--- config.mk ---
export PLATFORM = sky130hd
export DESIGN_NAME = fifo_handoff_mutex
export DESIGN_NICKNAME = d
export VERILOG_FILES = /design/src/hw/rtl/fhm_pkg.sv /design/src/hw/rtl/fhm_ram.sv /design/src/hw/rtl/fhm_ctrl.sv /design/src/hw/rtl/fhm_dp.sv /design/src/hw/rtl/fifo_handoff_mutex.sv
export SDC_FILE = /design/constraint.sdc
export NUM_CORES = 1
export LEC_CHECK = 0
export BUFFER_PORTS_ARGS = -buffer_cell sky130_fd_sc_hd__buf_2
export CAP_MARGIN = 20
export CELL_PAD_IN_SITES_DETAIL_PLACEMENT = 1
export CELL_PAD_IN_SITES_GLOBAL_PLACEMENT = 1
export CORE_UTILIZATION = 55
export DETAILED_ROUTE_END_ITERATION = 12
export PLACE_DENSITY_LB_ADDON = 0.12
export SYNTH_ARGS = -nofsm -noshare
export SYNTH_HDL_FRONTEND = slang
export SYNTH_SLANG_ARGS = --single-unit
export TNS_END_PERCENT = 50
--- constraint.sdc ---
create_clock -name clk -period 4.2 [get_ports clk]
set_clock_uncertainty 0.05 [all_clocks]
set_input_delay 0.84 -clock clk [delete_from_list [all_inputs] [get_ports clk]]
set_output_delay 0.84 -clock clk [all_outputs]
set_load 0.02 [all_outputs]
--- src/hw/rtl/fhm_pkg.sv ---
// ----------------------------------------------------------------------------
// fhm_pkg
// Types, codes and defaults shared by the FIFO handoff mutex modules.
// ----------------------------------------------------------------------------
package fhm_pkg;

  // field widths fixed by the word format
  localparam int TASK_W      = 6;
  localparam int REQ_W       = 2;
  localparam int STATUS_W    = 3;
  localparam int COUNT_OUT_W = 5;

  // default waiter queue depth
  localparam int QUEUE_DEPTH_DEF = 16;

  // request types
  localparam logic [REQ_W-1:0] REQ_LOCK   = 2'd0;
  localparam logic [REQ_W-1:0] REQ_UNLOCK = 2'd1;
  localparam logic [REQ_W-1:0] REQ_CANCEL = 2'd2;

  // result status codes
  localparam logic [STATUS_W-1:0] ST_GRANTED   = 3'd0;
  localparam logic [STATUS_W-1:0] ST_QUEUED    = 3'd1;
  localparam logic [STATUS_W-1:0] ST_FULL      = 3'd2;
  localparam logic [STATUS_W-1:0] ST_NOT_OWNER = 3'd3;
  localparam logic [STATUS_W-1:0] ST_FREED     = 3'd4;
  localparam logic [STATUS_W-1:0] ST_HANDOFF   = 3'd5;
  localparam logic [STATUS_W-1:0] ST_CANCEL    = 3'd6;

  // input word
  typedef struct packed {
    logic [REQ_W-1:0]  req_type;
    logic [TASK_W-1:0] task_id;
  } req_t;

  // result word
  typedef struct packed {
    logic [STATUS_W-1:0]    status;
    logic                   was_waiting;
    logic                   woken_valid;
    logic [TASK_W-1:0]      woken_task;
    logic                   owner_valid;
    logic [TASK_W-1:0]      owner_task;
    logic [COUNT_OUT_W-1:0] waiter_count;
  } rsp_t;

  // controller to datapath commands
  typedef struct packed {
    logic                latch;      // capture the incoming word
    logic                grant;      // take ownership for the latched task
    logic                enqueue;    // append latched task at the tail
    logic                release_m;  // free the mutex
    logic                head_rd;    // read the oldest waiter
    logic                handoff;    // pass ownership to the word read at the head
    logic                scan_start; // set up a cancel scan
    logic                scan_step;  // one scan and compaction step
    logic                scan_end;   // close the gap left by a removed waiter
    logic                fin;        // register the result word
    logic [STATUS_W-1:0] code;       // status code reported with fin
  } cmd_t;

  // datapath to controller status
  typedef struct packed {
    logic [REQ_W-1:0] req_type;
    logic             held;
    logic             is_owner;
    logic             empty;
    logic             full;
    logic             scan_last;
  } sts_t;

endpackage

--- src/hw/rtl/fhm_ram.sv ---
// ----------------------------------------------------------------------------
// fhm_ram
// Generic single write, single read RAM with registered read data.
// ----------------------------------------------------------------------------
module fhm_ram #(
  parameter int WIDTH = 8,
  parameter int DEPTH = 16
) (
  input  logic                                     clk,
  input  logic                                     we,
  input  logic [((DEPTH > 1) ? $clog2(DEPTH) : 1)-1:0] waddr,
  input  logic [WIDTH-1:0]                         wdata,
  input  logic [((DEPTH > 1) ? $clog2(DEPTH) : 1)-1:0] raddr,
  output logic [WIDTH-1:0]                         rdata
);

  logic [WIDTH-1:0] mem [DEPTH];

  // write port and registered read port
  always_ff @(posedge clk) begin
    if (we) begin
      mem[waddr] <= wdata;
    end
    rdata <= mem[raddr];
  end

endmodule

--- src/hw/rtl/fhm_ctrl.sv ---
// ----------------------------------------------------------------------------
// fhm_ctrl
// Sequencer for the mutex: decodes each word and steers the datapath.
// ----------------------------------------------------------------------------
module fhm_ctrl (
  input  logic          clk,
  input  logic          rst,
  input  logic          start,
  output logic          busy,
  input  fhm_pkg::sts_t sts,
  output fhm_pkg::cmd_t cmd
);

  localparam logic [2:0] S_IDLE    = 3'd0;
  localparam logic [2:0] S_DECIDE  = 3'd1;
  localparam logic [2:0] S_HANDOFF = 3'd2;
  localparam logic [2:0] S_SCAN    = 3'd3;
  localparam logic [2:0] S_REPORT  = 3'd4;

  logic [2:0]                   state;
  logic [2:0]                   state_next;
  logic [fhm_pkg::STATUS_W-1:0] code;
  logic [fhm_pkg::STATUS_W-1:0] code_next;

  assign busy = (state != S_IDLE);

  // state and status code registers
  always_ff @(posedge clk) begin
    if (rst) begin
      state <= S_IDLE;
      code  <= fhm_pkg::ST_CANCEL;
    end else begin
      state <= state_next;
      code  <= code_next;
    end
  end

  // next state and command decode
  always_comb begin
    state_next = state;
    code_next  = code;
    cmd        = '0;
    cmd.code   = code;
    unique case (state)
      S_IDLE: begin
        if (start) begin
          cmd.latch  = 1'b1;
          state_next = S_DECIDE;
        end
      end
      S_DECIDE: begin
        state_next = S_REPORT;
        unique case (sts.req_type)
          fhm_pkg::REQ_LOCK: begin
            if (!sts.held) begin
              cmd.grant = 1'b1;
              code_next = fhm_pkg::ST_GRANTED;
            end else if (!sts.full) begin
              cmd.enqueue = 1'b1;
              code_next   = fhm_pkg::ST_QUEUED;
            end else begin
              code_next = fhm_pkg::ST_FULL;
            end
          end
          fhm_pkg::REQ_UNLOCK: begin
            if (!sts.is_owner) begin
              code_next = fhm_pkg::ST_NOT_OWNER;
            end else if (sts.empty) begin
              cmd.release_m = 1'b1;
              code_next     = fhm_pkg::ST_FREED;
            end else begin
              cmd.head_rd = 1'b1;
              state_next  = S_HANDOFF;
            end
          end
          fhm_pkg::REQ_CANCEL: begin
            cmd.scan_start = 1'b1;
            state_next     = S_SCAN;
          end
          default: begin
            code_next = fhm_pkg::ST_CANCEL;
          end
        endcase
      end
      S_HANDOFF: begin
        cmd.handoff = 1'b1;
        code_next   = fhm_pkg::ST_HANDOFF;
        state_next  = S_REPORT;
      end
      S_SCAN: begin
        if (sts.scan_last) begin
          cmd.scan_end = 1'b1;
          code_next    = fhm_pkg::ST_CANCEL;
          state_next   = S_REPORT;
        end else begin
          cmd.scan_step = 1'b1;
        end
      end
      S_REPORT: begin
        cmd.fin    = 1'b1;
        state_next = S_IDLE;
      end
      default: begin
        state_next = S_IDLE;
      end
    endcase
  end

endmodule

--- src/hw/rtl/fhm_dp.sv ---
// ----------------------------------------------------------------------------
// fhm_dp
// Mutex datapath: owner registers, circular waiter queue in RAM, cancel
// scan with in-place compaction and the result register.
// ----------------------------------------------------------------------------
module fhm_dp #(
  parameter int QUEUE_DEPTH = fhm_pkg::QUEUE_DEPTH_DEF
) (
  input  logic          clk,
  input  logic          rst,
  input  fhm_pkg::req_t req,
  input  fhm_pkg::cmd_t cmd,
  output fhm_pkg::sts_t sts,
  output logic          done,
  output fhm_pkg::rsp_t rsp
);

  localparam int AW = (QUEUE_DEPTH > 1) ? $clog2(QUEUE_DEPTH) : 1;
  localparam int CW = $clog2(QUEUE_DEPTH + 1);
  localparam int TW = fhm_pkg::TASK_W;

  localparam logic [AW-1:0] LAST_ADDR = AW'(QUEUE_DEPTH - 1);
  localparam logic [CW-1:0] DEPTH_C   = CW'(QUEUE_DEPTH);
  localparam logic [CW:0]   DEPTH_W   = (CW + 1)'(QUEUE_DEPTH);

  // latched word and owner
  fhm_pkg::req_t req_q;
  logic          held;
  logic [TW-1:0] holder;

  // queue pointers
  logic [AW-1:0] head;
  logic [CW-1:0] count;

  // scan state
  logic [AW-1:0] rd_pos;
  logic [CW-1:0] issued;
  logic          dv;
  logic [AW-1:0] d_addr;
  logic          found;
  logic [AW-1:0] hole;

  // ram ports
  logic          we;
  logic [AW-1:0] waddr;
  logic [TW-1:0] wdata;
  logic [AW-1:0] raddr;
  logic [TW-1:0] rdata;

  logic [CW:0]   tail_sum;
  logic [AW-1:0] tail;
  logic [AW-1:0] head_inc;
  logic [AW-1:0] rd_pos_inc;
  logic          issue;
  logic          hit;
  logic [31:0]   count_wide;

  fhm_ram #(
    .WIDTH (TW),
    .DEPTH (QUEUE_DEPTH)
  ) u_ram (
    .clk   (clk),
    .we    (we),
    .waddr (waddr),
    .wdata (wdata),
    .raddr (raddr),
    .rdata (rdata)
  );

  // address arithmetic with wrap at the queue depth
  always_comb begin
    tail_sum   = (CW + 1)'(head) + (CW + 1)'(count);
    tail       = (tail_sum >= DEPTH_W) ? AW'(tail_sum - DEPTH_W) : AW'(tail_sum);
    head_inc   = (head == LAST_ADDR) ? '0 : head + AW'(1);
    rd_pos_inc = (rd_pos == LAST_ADDR) ? '0 : rd_pos + AW'(1);
    issue      = cmd.scan_step && (issued != count);
    hit        = dv && !found && (rdata == req_q.task_id);
  end

  // ram port steering
  always_comb begin
    we    = 1'b0;
    waddr = tail;
    wdata = req_q.task_id;
    raddr = cmd.head_rd ? head : rd_pos;
    if (cmd.enqueue) begin
      we = 1'b1;
    end else if (cmd.scan_step && dv && found) begin
      we    = 1'b1;
      waddr = hole;
      wdata = rdata;
    end
  end

  // status to the controller
  always_comb begin
    sts.req_type  = req_q.req_type;
    sts.held      = held;
    sts.is_owner  = held && (holder == req_q.task_id);
    sts.empty     = (count == '0);
    sts.full      = (count == DEPTH_C);
    sts.scan_last = !dv && (issued == count);
  end

  // latched word, payload only
  always_ff @(posedge clk) begin
    if (cmd.latch) begin
      req_q <= req;
    end
  end

  // owner and queue control
  always_ff @(posedge clk) begin
    if (rst) begin
      held   <= 1'b0;
      holder <= '0;
      head   <= '0;
      count  <= '0;
    end else begin
      if (cmd.grant) begin
        held   <= 1'b1;
        holder <= req_q.task_id;
      end
      if (cmd.release_m) begin
        held   <= 1'b0;
        holder <= '0;
      end
      if (cmd.enqueue) begin
        count <= count + CW'(1);
      end
      if (cmd.handoff) begin
        holder <= rdata;
        head   <= head_inc;
        count  <= count - CW'(1);
      end
      if (cmd.scan_end && found) begin
        count <= count - CW'(1);
      end
    end
  end

  // cancel scan: read ahead one entry, shift entries behind the hole
  always_ff @(posedge clk) begin
    if (rst) begin
      dv    <= 1'b0;
      found <= 1'b0;
    end else begin
      if (cmd.latch) begin
        found <= 1'b0;
      end
      if (cmd.scan_start) begin
        dv <= 1'b0;
      end else if (cmd.scan_step) begin
        dv <= issue;
        if (hit) begin
          found <= 1'b1;
        end
      end
    end
  end

  // scan pointers, no reset needed
  always_ff @(posedge clk) begin
    if (cmd.scan_start) begin
      rd_pos <= head;
      issued <= '0;
    end else if (cmd.scan_step) begin
      if (issue) begin
        rd_pos <= rd_pos_inc;
        issued <= issued + CW'(1);
        d_addr <= rd_pos;
      end
      if (hit || (dv && found)) begin
        hole <= d_addr;
      end
    end
  end

  // result word
  assign count_wide = 32'(count);

  always_ff @(posedge clk) begin
    if (rst) begin
      done <= 1'b0;
    end else begin
      done <= cmd.fin;
    end
  end

  always_ff @(posedge clk) begin
    if (cmd.fin) begin
      rsp.status       <= cmd.code;
      rsp.was_waiting  <= (cmd.code == fhm_pkg::ST_CANCEL) && found;
      rsp.woken_valid  <= (cmd.code == fhm_pkg::ST_HANDOFF);
      rsp.woken_task   <= (cmd.code == fhm_pkg::ST_HANDOFF) ? holder : '0;
      rsp.owner_valid  <= held;
      rsp.owner_task   <= held ? holder : '0;
      rsp.waiter_count <= count_wide[fhm_pkg::COUNT_OUT_W-1:0];
    end
  end

endmodule

--- src/hw/rtl/fifo_handoff_mutex.sv ---
// Lock, refused unlock and free go from accept through decide to report, then done.
// Handoff adds a state for the registered read of the oldest waiter.
// Cancel adds a scan before the report; the scan reads one queue entry per cycle.
// Throughput: busy drops as done rises, so a new word is taken in the done cycle.
// Reset: owner, queue pointers and waiter count clear synchronously; the queue RAM
// is not cleared and needs no clearing pass.
// ----------------------------------------------------------------------------
// fifo_handoff_mutex
// Hardware mutex with an ordered FIFO of waiting tasks and direct handoff.
// ----------------------------------------------------------------------------
module fifo_handoff_mutex #(
  parameter int QUEUE_DEPTH = fhm_pkg::QUEUE_DEPTH_DEF
) (
  input  logic          clk,
  input  logic          rst,
  input  logic          start,
  input  fhm_pkg::req_t req,
  output logic          busy,
  output logic          done,
  output fhm_pkg::rsp_t rsp
);

  fhm_pkg::cmd_t cmd;
  fhm_pkg::sts_t sts;

  // sequencer
  fhm_ctrl u_ctrl (
    .clk   (clk),
    .rst   (rst),
    .start (start),
    .busy  (busy),
    .sts   (sts),
    .cmd   (cmd)
  );

  // owner, queue and result datapath
  fhm_dp #(
    .QUEUE_DEPTH (QUEUE_DEPTH)
  ) u_dp (
    .clk  (clk),
    .rst  (rst),
    .req  (req),
    .cmd  (cmd),
    .sts  (sts),
    .done (done),
    .rsp  (rsp)
  );

`ifndef SYNTHESIS
  // a result word only ever closes an accepted request
  a_done_after_busy: assert property (@(posedge clk) disable iff (rst)
    done |-> $past(busy))
    else $error("result word without a request in progress");

  // an accepted word keeps the block busy
  a_accept_busy: assert property (@(posedge clk) disable iff (rst)
    (start && !busy) |=> busy)
    else $error("accepted word did not start work");

  // a free mutex reports no owner id
  a_free_no_owner: assert property (@(posedge clk) disable iff (rst)
    (done && !rsp.owner_valid) |-> (rsp.owner_task == '0))
    else $error("owner id reported while mutex free");

  // a woken waiter is the new owner
  a_woken_owns: assert property (@(posedge clk) disable iff (rst)
    (done && rsp.woken_valid) |-> (rsp.owner_valid && (rsp.owner_task == rsp.woken_task)))
    else $error("woken task is not the owner");

  // a grant leaves the mutex held
  a_grant_held: assert property (@(posedge clk) disable iff (rst)
    (done && (rsp.status == fhm_pkg::ST_GRANTED)) |-> rsp.owner_valid)
    else $error("grant without ownership");
`endif

endmodule

==> results.cfg <==
[outcome]
outcome = finished, final reports clean

[synth]
synthCells = 584
synth_area_um2 = 7690
ys_top_cells_by_count = edfxtp_1, nor2_1, mux2_2, nand2_1, dfxtp_1
syn_nets = 609
synth_seq_cells = 175
syn_avg_cell_area_um2 = 13.2
yosysMostFrequentCell = edfxtp_1
yosys_warnings = 0
ys_seq_area_share_pct = 63.6
synth_enable_flop_cells = 139
synth_top_flop_cell = edfxtp_1
synth_top_area_share_pct = 54.3
yosys-top-cells-area = edfxtp_1, dfxtp_1, mux2_2
yosysTopAreaCell = edfxtp_1
ys_async_sr_fraction_pct = 0
ys_types = 61

[clock_tree]
clock_sinks = 175
cts_resized = 0
htree_levels = 4
cts-root-buf = clkbuf_16
cts_buffers = 17
clockBufferDepth = 2
hold_buffers = 0
clk_pin_slew_ns = 0.07
insertion_delay_ns = 0.44
cts_tree = done
postCtsSetupRepairBufs = 0

[route]
drt_iter0_drc = 373
wire_per_inst_um = 24.0
drc = 0
final_antenna_net_count = 0
firstDrtPassIters = 5
vias = 4971
post_drt_via_cell_ratio = 6.15
totalWireLength_mm = 19.4

[layout]
area.growth.synth_to_final_pct = 11.9
design_area_um2 = 8610
drive_gt1_share_pct = 18.4
fin_util_pct = 64.0
final_cells = 808
nFillCells = 1296
nets = 644
n_antenna_cell = 0

[floorplanning]
fp.dieW_um = 120
ios = 36
num_rows = 42
start_util_pct = 57.2
core_um2 = 13500
dieHeight_um = 120
die_area_um2 = 14500

[power_and_ir_drop]
powerDensity_nw_per_um2 = 436
netSwitchingFraction_pct = 22.5
seq_power_share_pct = 51.4
power_switching_uw = 844
pwr-share-comb_pct = 5.0
pwr-share-clk_pct = 43.6
vdd_drop_max_v = 0.000505
internal_power_mw = 2.91
p_leak_nw = 3.00

[worst_setup_path]
crit_path_max_fanout = 29
cp-end-kind = flop
required_ns = 4.45
cp.arrival_ns = 3.78
crit_type = reg -> reg
critPathLaunchType = flop

[grt]
antenna_found_initial = 0
met3_usage_pct = 5.85
grt_pass1_vias = 5447
busiest_layer = met2
grt_max_degree = 30
overflow = 0
grt_usage_pct = 29.1
grt_pass1_wl_mm = 30.1
grt_util_met1_pct = 32.3
gr-usage-met2_pct = 52.1

[sta]
post-route-period-util_pct = 84.1
fmax_mhz = 283
hold_viol_final = 0
final.setup.tns_ns = 0
finalSetupViolations = 0
worstMarginPinSlew_ns = 1.02
postLayoutSetupSlackWorst_ns = 0.668
drv_slew = 0
period_needed_ns = 3.53
rsz0062_at_grt = false
slew_headroom_pct = 31.7

[hold_path]
min_path_type = reg -> reg

[placed_design]
place_ws_ns = 0.544
gp_congestion = 0.875
io_buffers = 35
hpwl_mm = 13.0
placed_cell_area_um2 = 7990
dp.cells = 775

[job]
max-cap-violations = 0
registers in the layout (all words and copies together) (netlist names):
signal and cells:
u_dp.d_addr 4, u_dp.rsp 23, u_ctrl.state 3, u_dp.count 5
u_dp.rd_pos 4, u_dp.issued 5, u_dp.hole 4, u_dp.dv 1
u_dp.head 4, u_dp.req_q 6, u_dp.holder 6, u_dp.u_ram.rdata 6
u_dp.sts 2, u_dp.done 1, u_dp.held 1, u_ctrl.code 3
u_dp.u_ram.mem 96, u_dp.found 1
per-stage QoR:
stage | power, mW | hold WS, ns
after global routing | 3.85 | 0.389
final | 3.75 | 0.375
after CTS | 3.78 | 0.378
after global placement | 2.14 | 0.352
after detailed placement | 2.15 | 0.362
after floorplan | 2.08 | 0.350
area by class of cell:
cell class	instances	area (um2)	area share (%)
clock buffer	18	429	4.98
clock inverter	14	178	2.06
inverter	10	37.5	0.436
multi-input combinational	376	2640	30.6
sequential	175	4890	56.9
tap	176	220	2.56
timing repair buffer	39	213	2.47
power groups by stage:
stage	Combinational (mW)	Clock, mW	Sequential, mW
floorplan	0.122	0	1.96
global placement	0.173	0	1.96
detailed placement	0.182	0	1.97
CTS	0.186	1.67	1.93
global route	0.204	1.71	1.93
finish	0.187	1.64	1.93
per-layer routing:
layer	vias to the layer above	wire length [um]	part of all wire (%)
li1	2258	-	-
met1	2522	7370	38
met2	144	10500	54
met3	47	831	4.3
met4	0	728	3.8
met5	-	0	0
cell families after synthesis:
family / Yosys count / synth area share [%]
xor+xnor: 29 / 3.30
buf+inv: 33 / 2.13
simple gates: 185 / 12.3
fa+ha+maj: 14 / 2.38
flops: 175 / 63.6
compound gates: 103 / 9.73
mux: 45 / 6.49
worst max-delay path, stage by stage (launching register included):
cell	delay, ns
edfxtp_1	0.42
inv_1	0.11
ha_1	0.23
nand2_1	0.10
nor4_1	0.57
nand3_1	0.34
nand2_2	0.64
mux2_2	0.40
a22oi_1	0.37
nand4_1	0.17
cells in the final DEF (no fill, tap or decap), types with 3 or more instances in the layout:
master     instances
mux2i_1            6
inv_6              5
and2_1            22
a21boi_0          10
mux2_2            37
nor4_1             3
nand2b_1           9
nor2_1            53
o21ai_0           11
or3_1              5
nor3_1            13
nand3_1            9
a22oi_1           16
clkbuf_16         17
nor2b_1            5
a211o_1           10
o211ai_1           5
buf_2             35
buf_4              3
bufinv_16          3
nand4_1           10
a221oi_1           6
nand2_1           37
edfxtp_1         139
a21oi_1           20
ha_1              13
dfxtp_1           36
a211oi_1           7
o21a_1             3
inv_1             10
xor2_1            14
and3_1             3
xnor2_1           15
path summary, 6_finish.rpt:
kind                            startpoint                     endpoint  slack [ns]  cells after the start
hold reg to reg   u_dp.d_addr[0]$_DFFE_PP_       u_dp.hole[0]$_DFFE_PP_        0.37                      0
hold / removal    u_dp.d_addr[0]$_DFFE_PP_       u_dp.hole[0]$_DFFE_PP_        0.37                      0
setup / recovery     u_dp.sts[6]$_DFFE_PP_  u_dp.u_ram.rdata[0]$_DFF_P_        0.67                      9
setup reg to reg     u_dp.sts[6]$_DFFE_PP_  u_dp.u_ram.rdata[0]$_DFF_P_        0.67                      9
Note: power is estimated with default switching activity, not from simulation.
